===== src/design/kclc_pkg.sv =====
`timescale 1ns / 1ps
// Package for the keypad code lock controller: word types, register map,
// key codes, mode and event codes. No dependencies.
package kclc_pkg;

  localparam int CFG_DATA_W = 32;
  localparam int CFG_ADDR_W = 5;

  localparam logic [2:0] REG_SECRET_CODE   = 3'd0;
  localparam logic [2:0] REG_ATTEMPT_LIMIT = 3'd1;
  localparam logic [2:0] REG_RELOCK_TICKS  = 3'd2;
  localparam logic [2:0] REG_LOCKED_DUTY   = 3'd3;
  localparam logic [2:0] REG_UNLOCKED_DUTY = 3'd4;

  localparam logic [15:0] SECRET_CODE_RST   = 16'd0;
  localparam logic [3:0]  ATTEMPT_LIMIT_RST = 4'd3;
  localparam logic [15:0] RELOCK_TICKS_RST  = 16'd10000;
  localparam logic [12:0] LOCKED_DUTY_RST   = 13'd600;
  localparam logic [12:0] UNLOCKED_DUTY_RST = 13'd250;

  localparam logic OP_KEY  = 1'b0;
  localparam logic OP_TICK = 1'b1;

  localparam logic [7:0] KEY_ZERO  = 8'h30;
  localparam logic [7:0] KEY_NINE  = 8'h39;
  localparam logic [7:0] KEY_CLEAR = 8'h2A;
  localparam logic [7:0] KEY_ENTER = 8'h44;

  localparam logic [1:0] LM_READY  = 2'd0;
  localparam logic [1:0] LM_OPEN   = 2'd1;
  localparam logic [1:0] LM_ALARM  = 2'd2;
  localparam logic [1:0] LM_WRONG  = 2'd3;

  localparam logic [2:0] EV_NONE     = 3'd0;
  localparam logic [2:0] EV_GRANTED  = 3'd1;
  localparam logic [2:0] EV_DENIED   = 3'd2;
  localparam logic [2:0] EV_ALARM    = 3'd3;
  localparam logic [2:0] EV_RELOCKED = 3'd4;

  localparam logic [3:0] FAIL_MAX = 4'hF;

  typedef enum logic [3:0] {
    MODE_READY = 4'b0001,
    MODE_OPEN  = 4'b0010,
    MODE_ALARM = 4'b0100,
    MODE_WRONG = 4'b1000
  } mode_t;

  typedef struct packed {
    logic       opcode;
    logic [7:0] key_code;
  } in_word_t;

  typedef struct packed {
    logic [12:0] servo_duty;
    logic        led_on;
    logic        buzzer_on;
    logic [1:0]  lock_mode;
    logic [2:0]  digits_entered;
    logic [3:0]  failed_attempts;
    logic [2:0]  event_code;
  } out_word_t;

  typedef struct packed {
    logic [15:0] secret_code_bcd;
    logic [3:0]  attempt_limit;
    logic [15:0] relock_ticks;
    logic [12:0] locked_duty;
    logic [12:0] unlocked_duty;
  } cfg_t;

endpackage


===== src/design/kclc_cfg_regs.sv =====
`timescale 1ns / 1ps
// Configuration register file behind the APB-style port.
// Depends on kclc_pkg.
module kclc_cfg_regs (
  input  logic                            clk,
  input  logic                            rst_n,
  input  logic                            cfg_psel,
  input  logic                            cfg_penable,
  input  logic                            cfg_pwrite,
  input  logic [kclc_pkg::CFG_ADDR_W-1:0] cfg_paddr,
  input  logic [kclc_pkg::CFG_DATA_W-1:0] cfg_pwdata,
  output logic [kclc_pkg::CFG_DATA_W-1:0] cfg_prdata,
  output logic                            cfg_pready,
  output kclc_pkg::cfg_t                  cfg
);
  import kclc_pkg::*;

  cfg_t       cfg_r;
  logic       wr_en;
  logic [2:0] reg_idx;

  assign cfg_pready = 1'b1;
  assign wr_en      = cfg_psel & cfg_penable & cfg_pwrite & cfg_pready;
  assign reg_idx    = cfg_paddr[4:2];
  assign cfg        = cfg_r;

  always_ff @(posedge clk) begin
    if (!rst_n) begin
      cfg_r.secret_code_bcd <= SECRET_CODE_RST;
      cfg_r.attempt_limit   <= ATTEMPT_LIMIT_RST;
      cfg_r.relock_ticks    <= RELOCK_TICKS_RST;
      cfg_r.locked_duty     <= LOCKED_DUTY_RST;
      cfg_r.unlocked_duty   <= UNLOCKED_DUTY_RST;
    end else if (wr_en) begin
      case (reg_idx)
        REG_SECRET_CODE:   cfg_r.secret_code_bcd <= cfg_pwdata[15:0];
        REG_ATTEMPT_LIMIT: cfg_r.attempt_limit   <= cfg_pwdata[3:0];
        REG_RELOCK_TICKS:  cfg_r.relock_ticks    <= cfg_pwdata[15:0];
        REG_LOCKED_DUTY:   cfg_r.locked_duty     <= cfg_pwdata[12:0];
        REG_UNLOCKED_DUTY: cfg_r.unlocked_duty   <= cfg_pwdata[12:0];
        default: ;
      endcase
    end
  end

  always_comb begin
    case (reg_idx)
      REG_SECRET_CODE:   cfg_prdata = {16'd0, cfg_r.secret_code_bcd};
      REG_ATTEMPT_LIMIT: cfg_prdata = {28'd0, cfg_r.attempt_limit};
      REG_RELOCK_TICKS:  cfg_prdata = {16'd0, cfg_r.relock_ticks};
      REG_LOCKED_DUTY:   cfg_prdata = {19'd0, cfg_r.locked_duty};
      REG_UNLOCKED_DUTY: cfg_prdata = {19'd0, cfg_r.unlocked_duty};
      default:           cfg_prdata = '0;
    endcase
  end

endmodule


===== src/design/kclc_lock_fsm.sv =====
`timescale 1ns / 1ps
// Lock state machine: mode, entry buffer, attempt counter and relock timer,
// with the result word for the word being applied. Depends on kclc_pkg.
module kclc_lock_fsm #(
  parameter int CODE_DIGITS = 4
) (
  input  logic                clk,
  input  logic                rst_n,
  input  logic                step,
  input  kclc_pkg::in_word_t  word,
  input  kclc_pkg::cfg_t      cfg,
  output kclc_pkg::out_word_t result
);
  import kclc_pkg::*;

  localparam int CW = $clog2(CODE_DIGITS + 1);

  mode_t         mode_r, mode_nxt;
  logic [CW-1:0] count_r, count_nxt;
  logic [3:0]    fail_r, fail_nxt;
  logic [15:0]   timer_r, timer_nxt;
  logic [3:0]    entry_r [CODE_DIGITS];
  logic          digit_we;
  logic          is_digit;
  logic          code_ok;
  logic [3:0]    fail_inc;
  logic [2:0]    ev;
  logic [31:0]   code_ext;
  logic [3:0]    count_ext;

  assign is_digit = (word.key_code >= KEY_ZERO) && (word.key_code <= KEY_NINE);
  assign fail_inc = (fail_r == FAIL_MAX) ? FAIL_MAX : fail_r + 4'd1;
  assign code_ext = {16'd0, cfg.secret_code_bcd};

  always_comb begin
    code_ok = (count_r == CW'(CODE_DIGITS));
    for (int i = 0; i < CODE_DIGITS; i++) begin
      if (entry_r[i] != code_ext[(CODE_DIGITS - 1 - i) * 4 +: 4]) begin
        code_ok = 1'b0;
      end
    end
  end

  always_comb begin
    mode_nxt  = mode_r;
    count_nxt = count_r;
    fail_nxt  = fail_r;
    timer_nxt = timer_r;
    ev        = EV_NONE;
    digit_we  = 1'b0;
    if (word.opcode == OP_TICK) begin
      if (mode_r == MODE_OPEN) begin
        if (timer_r <= 16'd1) begin
          timer_nxt = '0;
          count_nxt = '0;
          mode_nxt  = MODE_READY;
          ev        = EV_RELOCKED;
        end else begin
          timer_nxt = timer_r - 16'd1;
        end
      end
    end else begin
      case (mode_r)
        MODE_WRONG: begin
          if (word.key_code == KEY_CLEAR) begin
            count_nxt = '0;
            mode_nxt  = MODE_READY;
          end
        end
        MODE_READY: begin
          if (is_digit) begin
            if (count_r < CW'(CODE_DIGITS)) begin
              digit_we  = 1'b1;
              count_nxt = count_r + CW'(1);
            end
          end else if (word.key_code == KEY_CLEAR) begin
            count_nxt = '0;
          end else if (word.key_code == KEY_ENTER) begin
            count_nxt = '0;
            if (code_ok) begin
              fail_nxt  = '0;
              timer_nxt = cfg.relock_ticks;
              mode_nxt  = MODE_OPEN;
              ev        = EV_GRANTED;
            end else begin
              fail_nxt = fail_inc;
              if (fail_inc >= cfg.attempt_limit) begin
                mode_nxt = MODE_ALARM;
                ev       = EV_ALARM;
              end else begin
                mode_nxt = MODE_WRONG;
                ev       = EV_DENIED;
              end
            end
          end
        end
        default: ;
      endcase
    end
  end

  always_ff @(posedge clk) begin
    if (!rst_n) begin
      mode_r  <= MODE_READY;
      count_r <= '0;
      fail_r  <= '0;
      timer_r <= '0;
    end else if (step) begin
      mode_r  <= mode_nxt;
      count_r <= count_nxt;
      fail_r  <= fail_nxt;
      timer_r <= timer_nxt;
    end
  end

  always_ff @(posedge clk) begin
    for (int i = 0; i < CODE_DIGITS; i++) begin
      if (step && digit_we && (count_r == CW'(i))) begin
        entry_r[i] <= word.key_code[3:0];
      end
    end
  end

  assign count_ext = 4'(count_nxt);

  always_comb begin
    result.servo_duty      = (mode_nxt == MODE_OPEN) ? cfg.unlocked_duty : cfg.locked_duty;
    result.led_on          = (mode_nxt == MODE_OPEN);
    result.buzzer_on       = (mode_nxt == MODE_ALARM);
    result.digits_entered  = (count_ext > 4'd7) ? 3'd7 : count_ext[2:0];
    result.failed_attempts = fail_nxt;
    result.event_code      = ev;
    case (mode_nxt)
      MODE_READY: result.lock_mode = LM_READY;
      MODE_OPEN:  result.lock_mode = LM_OPEN;
      MODE_ALARM: result.lock_mode = LM_ALARM;
      MODE_WRONG: result.lock_mode = LM_WRONG;
      default:    result.lock_mode = LM_READY;
    endcase
  end

endmodule


===== src/design/keypad_code_lock_controller_unit.sv =====
`timescale 1ns / 1ps
// Top level of the keypad code lock controller: input register, lock state
// machine, result register and configuration registers. Depends on kclc_pkg.
//
//   channel | ports                         | word
//   input   | in_valid, in_ready, in_word   | opcode, key_code
//   result  | out_valid, out_ready, out_word| servo_duty .. event_code
//   config  | cfg_psel .. cfg_pready        | 5 registers at 4*i
//
// One word per cycle sustained while out_ready keeps the result moving; each
// word passes the input register, then the result register.
// Synchronous active-low reset returns the lock to ready mode and the
// registers to their defaults; the entry buffer is not cleared.
// A stalled result holds the result register and the input register; the
// input side keeps accepting as long as the input register can advance.
module keypad_code_lock_controller_unit #(
  parameter int CODE_DIGITS = 4
) (
  input  logic                            clk,
  input  logic                            rst_n,
  input  logic                            in_valid,
  output logic                            in_ready,
  input  kclc_pkg::in_word_t              in_word,
  output logic                            out_valid,
  input  logic                            out_ready,
  output kclc_pkg::out_word_t             out_word,
  input  logic                            cfg_psel,
  input  logic                            cfg_penable,
  input  logic                            cfg_pwrite,
  input  logic [kclc_pkg::CFG_ADDR_W-1:0] cfg_paddr,
  input  logic [kclc_pkg::CFG_DATA_W-1:0] cfg_pwdata,
  output logic [kclc_pkg::CFG_DATA_W-1:0] cfg_prdata,
  output logic                            cfg_pready
);
  import kclc_pkg::*;

  cfg_t      cfg;
  in_word_t  s1_word_r;
  logic      s1_valid_r;
  out_word_t out_word_r;
  logic      out_valid_r;
  out_word_t result;
  logic      advance;

  assign advance   = s1_valid_r && (!out_valid_r || out_ready);
  assign in_ready  = !s1_valid_r || advance;
  assign out_valid = out_valid_r;
  assign out_word  = out_word_r;

  kclc_cfg_regs u_cfg_regs (
    .clk         (clk),
    .rst_n       (rst_n),
    .cfg_psel    (cfg_psel),
    .cfg_penable (cfg_penable),
    .cfg_pwrite  (cfg_pwrite),
    .cfg_paddr   (cfg_paddr),
    .cfg_pwdata  (cfg_pwdata),
    .cfg_prdata  (cfg_prdata),
    .cfg_pready  (cfg_pready),
    .cfg         (cfg)
  );

  kclc_lock_fsm #(
    .CODE_DIGITS (CODE_DIGITS)
  ) u_lock_fsm (
    .clk    (clk),
    .rst_n  (rst_n),
    .step   (advance),
    .word   (s1_word_r),
    .cfg    (cfg),
    .result (result)
  );

  always_ff @(posedge clk) begin
    if (!rst_n) begin
      s1_valid_r <= 1'b0;
    end else if (in_valid && in_ready) begin
      s1_valid_r <= 1'b1;
    end else if (advance) begin
      s1_valid_r <= 1'b0;
    end
  end

  always_ff @(posedge clk) begin
    if (in_valid && in_ready) begin
      s1_word_r <= in_word;
    end
  end

  always_ff @(posedge clk) begin
    if (!rst_n) begin
      out_valid_r <= 1'b0;
    end else if (advance) begin
      out_valid_r <= 1'b1;
    end else if (out_ready) begin
      out_valid_r <= 1'b0;
    end
  end

  always_ff @(posedge clk) begin
    if (advance) begin
      out_word_r <= result;
    end
  end

endmodule

===== config.mk =====
export PLATFORM = sky130hd
export DESIGN_NAME = keypad_code_lock_controller_unit
export DESIGN_NICKNAME = d
export VERILOG_FILES = /design/src/design/kclc_pkg.sv /design/src/design/kclc_cfg_regs.sv /design/src/design/kclc_lock_fsm.sv /design/src/design/keypad_code_lock_controller_unit.sv
export SDC_FILE = /design/constraint.sdc
export NUM_CORES = 1
export LEC_CHECK = 0
export ABC_AREA = 1
export ABC_CLOCK_PERIOD_IN_PS = 2600
export BUFFER_PORTS_ARGS = -buffer_cell sky130_fd_sc_hd__buf_2
export CAP_MARGIN = 20
export CORE_MARGIN = 2
export CORE_UTILIZATION = 51
export DETAILED_ROUTE_END_ITERATION = 10
export GPL_TIMING_DRIVEN = 0
export PLACE_DENSITY = 0.84
export SETUP_SLACK_MARGIN = 0.15
export SLEW_MARGIN = 5
export SYNTH_ARGS = -nofsm -noshare
export SYNTH_HDL_FRONTEND = slang
export SYNTH_SLANG_ARGS = --single-unit

===== constraint.sdc =====
create_clock -name clk -period 2.6 [get_ports clk]
set_clock_uncertainty 0.15 [all_clocks]
set_input_delay 0 -clock clk [delete_from_list [all_inputs] [get_ports clk]]
set_output_delay 0 -clock clk [all_outputs]
set_load 0.02 [all_outputs]

# --- Yosys cells after proc, flatten, opt, wreduce, memory -nomap -nowiden ---
# Memory sizes are Yosys's and may differ from the RTL's.
# Index checks and enable logic that the tools add are counted.
totals:
  reg_bits: 127
  in_bits: 53
  mem_bits_rw: 16
  memories: 1
op_classes:
  n_bitwise: 2
  muxes: 75
  add_sub_neg: 3
  eq_ne: 24
  reduce_logical: 28
  n_lt_le_gt_ge: 6
memory_table:
  columns: ["memory", "depth", "width", "read_ports", "rd_clocked_by_memory_dff", "write_ports", "line", "source"]
  rows:
  - ["u_lock_fsm.entry_r", 4, 4, 4, 0, 1, "kclc_lock_fsm.sv:22", "logic [3:0] entry_r [CODE_DIGITS];"]
op_table:
  columns: ["op", "count"]
  rows:
  - ["2-to-1 mux 16 bit", 8]
  - ["case mux 16 bit (5 select lines)", 1]
  - ["2-to-1 mux 4 bit", 19]
  - ["2-to-1 mux 3 bit", 16]
  - ["2-to-1 mux 1 bit", 24]
  - ["<= comparator 16 x 1 -> 1 bit, second input constant", 1]
  - ["inequality test 4 bit", 4]
  - ["subtractor 16 x 1 -> 16 bit, second input constant", 1]
  - ["2-to-1 mux 13 bit", 1]
  - ["== test 3 x 2 -> 1 bit, second input constant", 4]
  - ["== test 4 bit, second input constant", 3]
  - ["OR reduction 4 bit", 3]
  - ["AND reduction 2 bit", 5]
  - ["nonzero test 2 bit", 5]
  - ["== test 4 x 2 -> 1 bit, second input constant", 2]
  - ["== test 8 x 6 -> 1 bit, second input constant", 1]
  - ["== test 8 x 7 -> 1 bit, second input constant", 1]
  - [">= comparator 8 x 6 -> 1 bit, second input constant", 1]
  - ["<= comparator 8 x 6 -> 1 bit, second input constant", 1]
  - ["logical AND 1 bit", 8]
  - ["case mux 4 bit (2 select lines)", 1]
  - ["AND reduction 7 bit", 1]
  - ["== test 3 x 1 -> 1 bit, second input constant", 2]
  - ["== test 3 bit, second input constant", 2]
  - ["other kinds (16)", 23]

# --- Depth between registers and ports, before layout ---
# An unclocked memory read counts as a cell.
logic_depth:
  ltp_word: 14
  ltp_mapped: 16
  ltp_nobuf: 15

# --- Modules after synthesis ---
# Synthesis repeated with hierarchy kept, for this count alone.
unflattened:
  cells_unflattened: 1112
  hier_area_um2: 7855.0
modules_own_cells:
  columns: ["module", "area_per_inst_um2", "cells_each", "instances", "seq_area_each_um2"]
  rows:
  - ["kclc_lock_fsm", 3447.1, 556, 1, 1021.0]
  - ["kclc_cfg_regs", 3231.8, 507, 1, 1241.2]
  - ["keypad_code_lock_controller_unit", 1176.1, 49, 1, 1121.1]

# --- Worst setup path after synthesis ---
# Ideal clock, no wire load.
synth_path:
  kind: "register -> register"
  startpoint: "register out_valid_r (netlist: out_valid)"
  endpoint: "register out_word_r (netlist bit out_word[0]), enable pin"
  path_stages_with_launch: 6
  arrival_time_ns: 1.952
  t_required_ns: 2.048
  path_slack_ns: 0.096
  n_path_buf: 2
  path_cell_list: "dfxtp_1 -> nand2_1 -> nand2_1 -> inv_1 -> clkbuf_1 -> clkbuf_1"
synth_via:
  elab_chain_len: 3
synth_rtl:
  columns: ["element", "line", "source"]
  rows:
  - ["start: declaration", "keypad_code_lock_controller_unit.sv:41", "logic out_valid_r;"]
  - ["start signal: assignment", "keypad_code_lock_controller_unit.sv:92", "out_valid_r <= 1'b0;"]
  - ["start signal: assignment", "keypad_code_lock_controller_unit.sv:94", "out_valid_r <= 1'b1;"]
  - ["start signal: assignment", "keypad_code_lock_controller_unit.sv:96", "out_valid_r <= 1'b0;"]
  - ["logical NOT 1 bit", "keypad_code_lock_controller_unit.sv:45", "assign advance = s1_valid_r && (!out_valid_r || out_ready);"]
  - ["logical OR 1 bit", "keypad_code_lock_controller_unit.sv:45", null]
  - ["logical AND 1 bit", "keypad_code_lock_controller_unit.sv:45", null]
  - ["via advance", "keypad_code_lock_controller_unit.sv:43", "logic advance;"]
  - ["end signal: assignment", "keypad_code_lock_controller_unit.sv:102", "out_word_r <= result;"]
  - ["end: declaration", "keypad_code_lock_controller_unit.sv:40", "out_word_t out_word_r;"]
# The timed path passes the listed nets, and every way through them passes these cells.
# A chain may end at the register's enable or synchronous reset.

==> flow_summary.yaml <==
worst_setup_path:
  worst-path-max-fanout: 5
  worst-endpoint-arrival_ns: 2.72
  cp.buffers_inverters: 2
  crit_path_category: "flip-flop to flip-flop"
  family_with_the_most_delay_on_the_worst_path: "simple AND/OR/NAND/NOR gates"
  crit_path_cell_trace: "ha_4 -> xnor2_2 -> nand2_1 -> ha_1 -> nand2_2 -> o21bai_1 -> o211ai_1 -> inv_1 -> nand2_2 -> nand2_4 -> a21oi_4 -> nand2_4 -> buf_8 -> nand2_1 -> nand2_1"
  required_ns: 2.62
  worstSetupEndpointType: "flip-flop"
  cp_max_stage_delay_ns: 0.36
  crit_top_cell: "nand2_1"
  startpoint_type_of_the_worst_setup_path: "flip-flop"
  critPathSlowestCell: "dfxtp_4"
pwr:
  ir_drop_mv: 0.526
  power_density_nw_per_um2: 572
  total_leakage_power_nw: 4.29
  total_power_consumption_of_the_routed_design_mw: 5.25
layout:
  final_standard_cell_area_without_fillers_um2: 9180
  nets_finish: 1170
  fin_cells: 1299
  layout-drive-gt1-share: 0.201
  post_layout_util: 0.664
  antennaDiodeCount: 0
  synthesis_to_finish_area_growth_pct: 27.7
synth:
  yosys_register_bits: 143
  asyncSetResetFlopFracSynth: 0
  dominantRegCellSynth: "dfxtp_1"
  synth-seq-area-share: 0.471
  synth_largest_area_cell: "dfxtp_1"
  yosys-top-cells-area: "dfxtp_1 (25%), edfxtp_1 (22%), nand2_1 (12%)"
  synth.cell_area_um2: 7190
  yosys_warnings: 0
  postSynthCellCount: 938
  synth.avg_cell_area_um2: 7.66
  synth_most_common_cell: "nand2_1"
  synth_enable_flop_cells: 52
  synth_top_cells_by_count: "nand2_1 (230), nor2_1 (107), inv_1 (105)"
  count_of_unique_library_cells_instantiated_by_yosys: 45
  yosys.area.top_type_share: 0.254
clock_network:
  cts-root-to-sink-buffers: 2
  htreeDepth: 4
  cts.root.buffer_cell: "clkbuf_16"
  tritoncts: "done"
  clk_pin_slew_worst_paths_ns: 0.06
  worst_skew_pair.late_latency_ns: 0.43
  numClockSinks: 143
  numCtsBuffers: 17
sta:
  pin_slew_with_the_least_headroom_to_its_limit_ns: 0.714
  slew_headroom: 0.520
  post-route-min-period_ns: 2.70
  setup-tns-final_ns: -0.659
  fmaxAchievable_mhz: 371
  fin_hold_ws_ns: 0.0575
  final_hold_viol_count: 0
  slew_viol_final: 0
  rsz0062_at_grt: "true"
  period_share: 1.04
  post_layout_worst_setup_margin_ns: -0.0972
  timing.final.setup_violations: 14
routing:
  drt-met1-wl_um: 8230
  uppermost_signal_routing_layer_after_detailed_routing: "met4"
  dr_wl_met3_um: 1910
  route.detailed.wl_per_inst_um: 16.1
  detail_route.drc_violations: 0
  route.met2.wl_um: 10000
  totalWireLength_um: 21000
  dr.pass1.iters: 5
  final_antenna_net_count: 0
  detail_route.vias_per_cell: 5.42
  vias: 7037
  first_iter_violations: 913
grt:
  maximum_number_of_pins_on_one_net_before_global_route_repair: 37
  vias_in_the_first_global_route: 6653
  grt_pass1_wl_um: 32400
  grt.overflow.total: 0
  antenna_violations_before_repair: 0
  groute.usage.overall: 0.284
die:
  dieArea_um2: 15100
  core-area_um2: 13800
  std_cell_rows: 43
  floorplan.initialDensity: 0.520
  design.portCount: 115
  die_width_um: 123
  die-height_um: 123
run_status:
  violated_checks: "negative setup slack"
  run_status: "finished with violations"
placement:
  portBuffers: 79
  place.detailed.hpwl_um: 14100
  area_of_placed_instances_um2: 7870
  placedCellCount: 1212
  gp_congestion: 0.909
  dp_slack_ns: -0.250
min_path:
  timing.hold.worst.class: "input port to flip-flop"
job:
  cap_violations: 0
==> flip-flops by register name, indices dropped and copies added, names as in the netlist <==
name and cells:
u_lock_fsm.count_r 3, s1_valid_r 1, u_lock_fsm.mode_r 4, s1_word_r 9
u_lock_fsm.entry_r 16, u_lock_fsm.fail_r 4, out_word 27, u_lock_fsm.timer_r 16
u_cfg_regs.cfg 62, out_valid 1
==> cell families (layout without fill, tap and decap cells) <==
group | Yosys count | count (layout) | synth area share
buf+inv | 171 | 337 | 0.101
flops | 143 | 143 | 0.471
xor+xnor | 14 | 14 | 0.0171
fa+ha+maj | 11 | 11 | 0.0192
simple gates | 428 | 428 | 0.257
compound gates | 169 | 169 | 0.134
other cells | 2 | 17 | 0.00105
==> power breakdown <==
| part | switching, mW | internal [mW] | leakage [nW] |
|---|---|---|---|
| Clock | 0.938 | 1.28 | 0.261 |
| Combinational | 0.376 | 0.236 | 2.80 |
| Sequential | 0.0452 | 2.37 | 1.23 |
| Total | 1.36 | 3.89 | 4.29 |
==> area by class of cell <==
type                            instances  area, um2
Sequential cell                       143       3390
Fill cell                            1069       4650
Buffer                                 52        303
Timing Repair Buffer                  134        960
Clock buffer                           20        468
Clock inverter                         12       68.8
Inverter                              119        448
Multi-Input combinational cell        639       3310
Tap cell                              180        225
==> cells in the final DEF (no fill, tap or decap), drive strengths merged <==
master / instances
a211oi: 1
a21oi: 56
a221oi: 3
a22o: 1
a22oi: 1
buf: 128
clkbuf: 44
clkinv: 11
clkinvlp: 3
conb: 17
dfxtp: 91
dlygate4sd3: 34
edfxtp: 52
ha: 11
inv: 117
nand2: 235
nand3: 62
nand3b: 1
nand4: 10
nor2: 114
nor3: 5
nor4: 1
o2111ai: 9
o211ai: 9
o21a: 1
o21ai: 70
o21bai: 1
o22ai: 17
xnor2: 4
xor2: 10
==> metal layers <==
layer / vias up / global-route usage
met5: - / 0
met3: 79 / 0.0646
li1: 3381 / -
met4: 0 / 0.154
met2: 386 / 0.468
met1: 3191 / 0.344
==> repair_timing <==
action                     4_1_cts  5_1_grt
hold buffers                    34        0
pin swaps                        6        5
cloned                           1        0
setup endpoints to repair       53       54
hold endpoints to repair        85        0
resized for setup               40       27
buffers inserted                17        3
==> worst register-to-register path, stage by stage, from the launching register on <==
cell      delay, ns
dfxtp_4        0.36
ha_4           0.18
xnor2_2        0.12
nand2_1        0.09
ha_1           0.30
nand2_2        0.05
o21bai_1       0.15
o211ai_1       0.14
inv_1          0.09
nand2_2        0.11
nand2_4        0.06
a21oi_4        0.22
nand2_4        0.14
buf_8          0.16
nand2_1        0.06
nand2_1        0.08
==> path summary, 6_finish.rpt <==
| path | from | end | slack [ns] | cells after the start |
|---|---|---|---|---|
| setup / recovery | u_lock_fsm.fail_r[1] | out_word[19] | -0.1 | 15 |
| hold / removal | cfg_paddr[2] | u_cfg_regs.cfg[44] | 0.06 | 5 |
| setup reg to reg | u_lock_fsm.fail_r[1] | out_word[19] | -0.1 | 15 |
| hold reg to reg | u_cfg_regs.cfg[60] | u_cfg_regs.cfg[60] | 0.33 | 2 |
(Power assumes the default switching activity.)
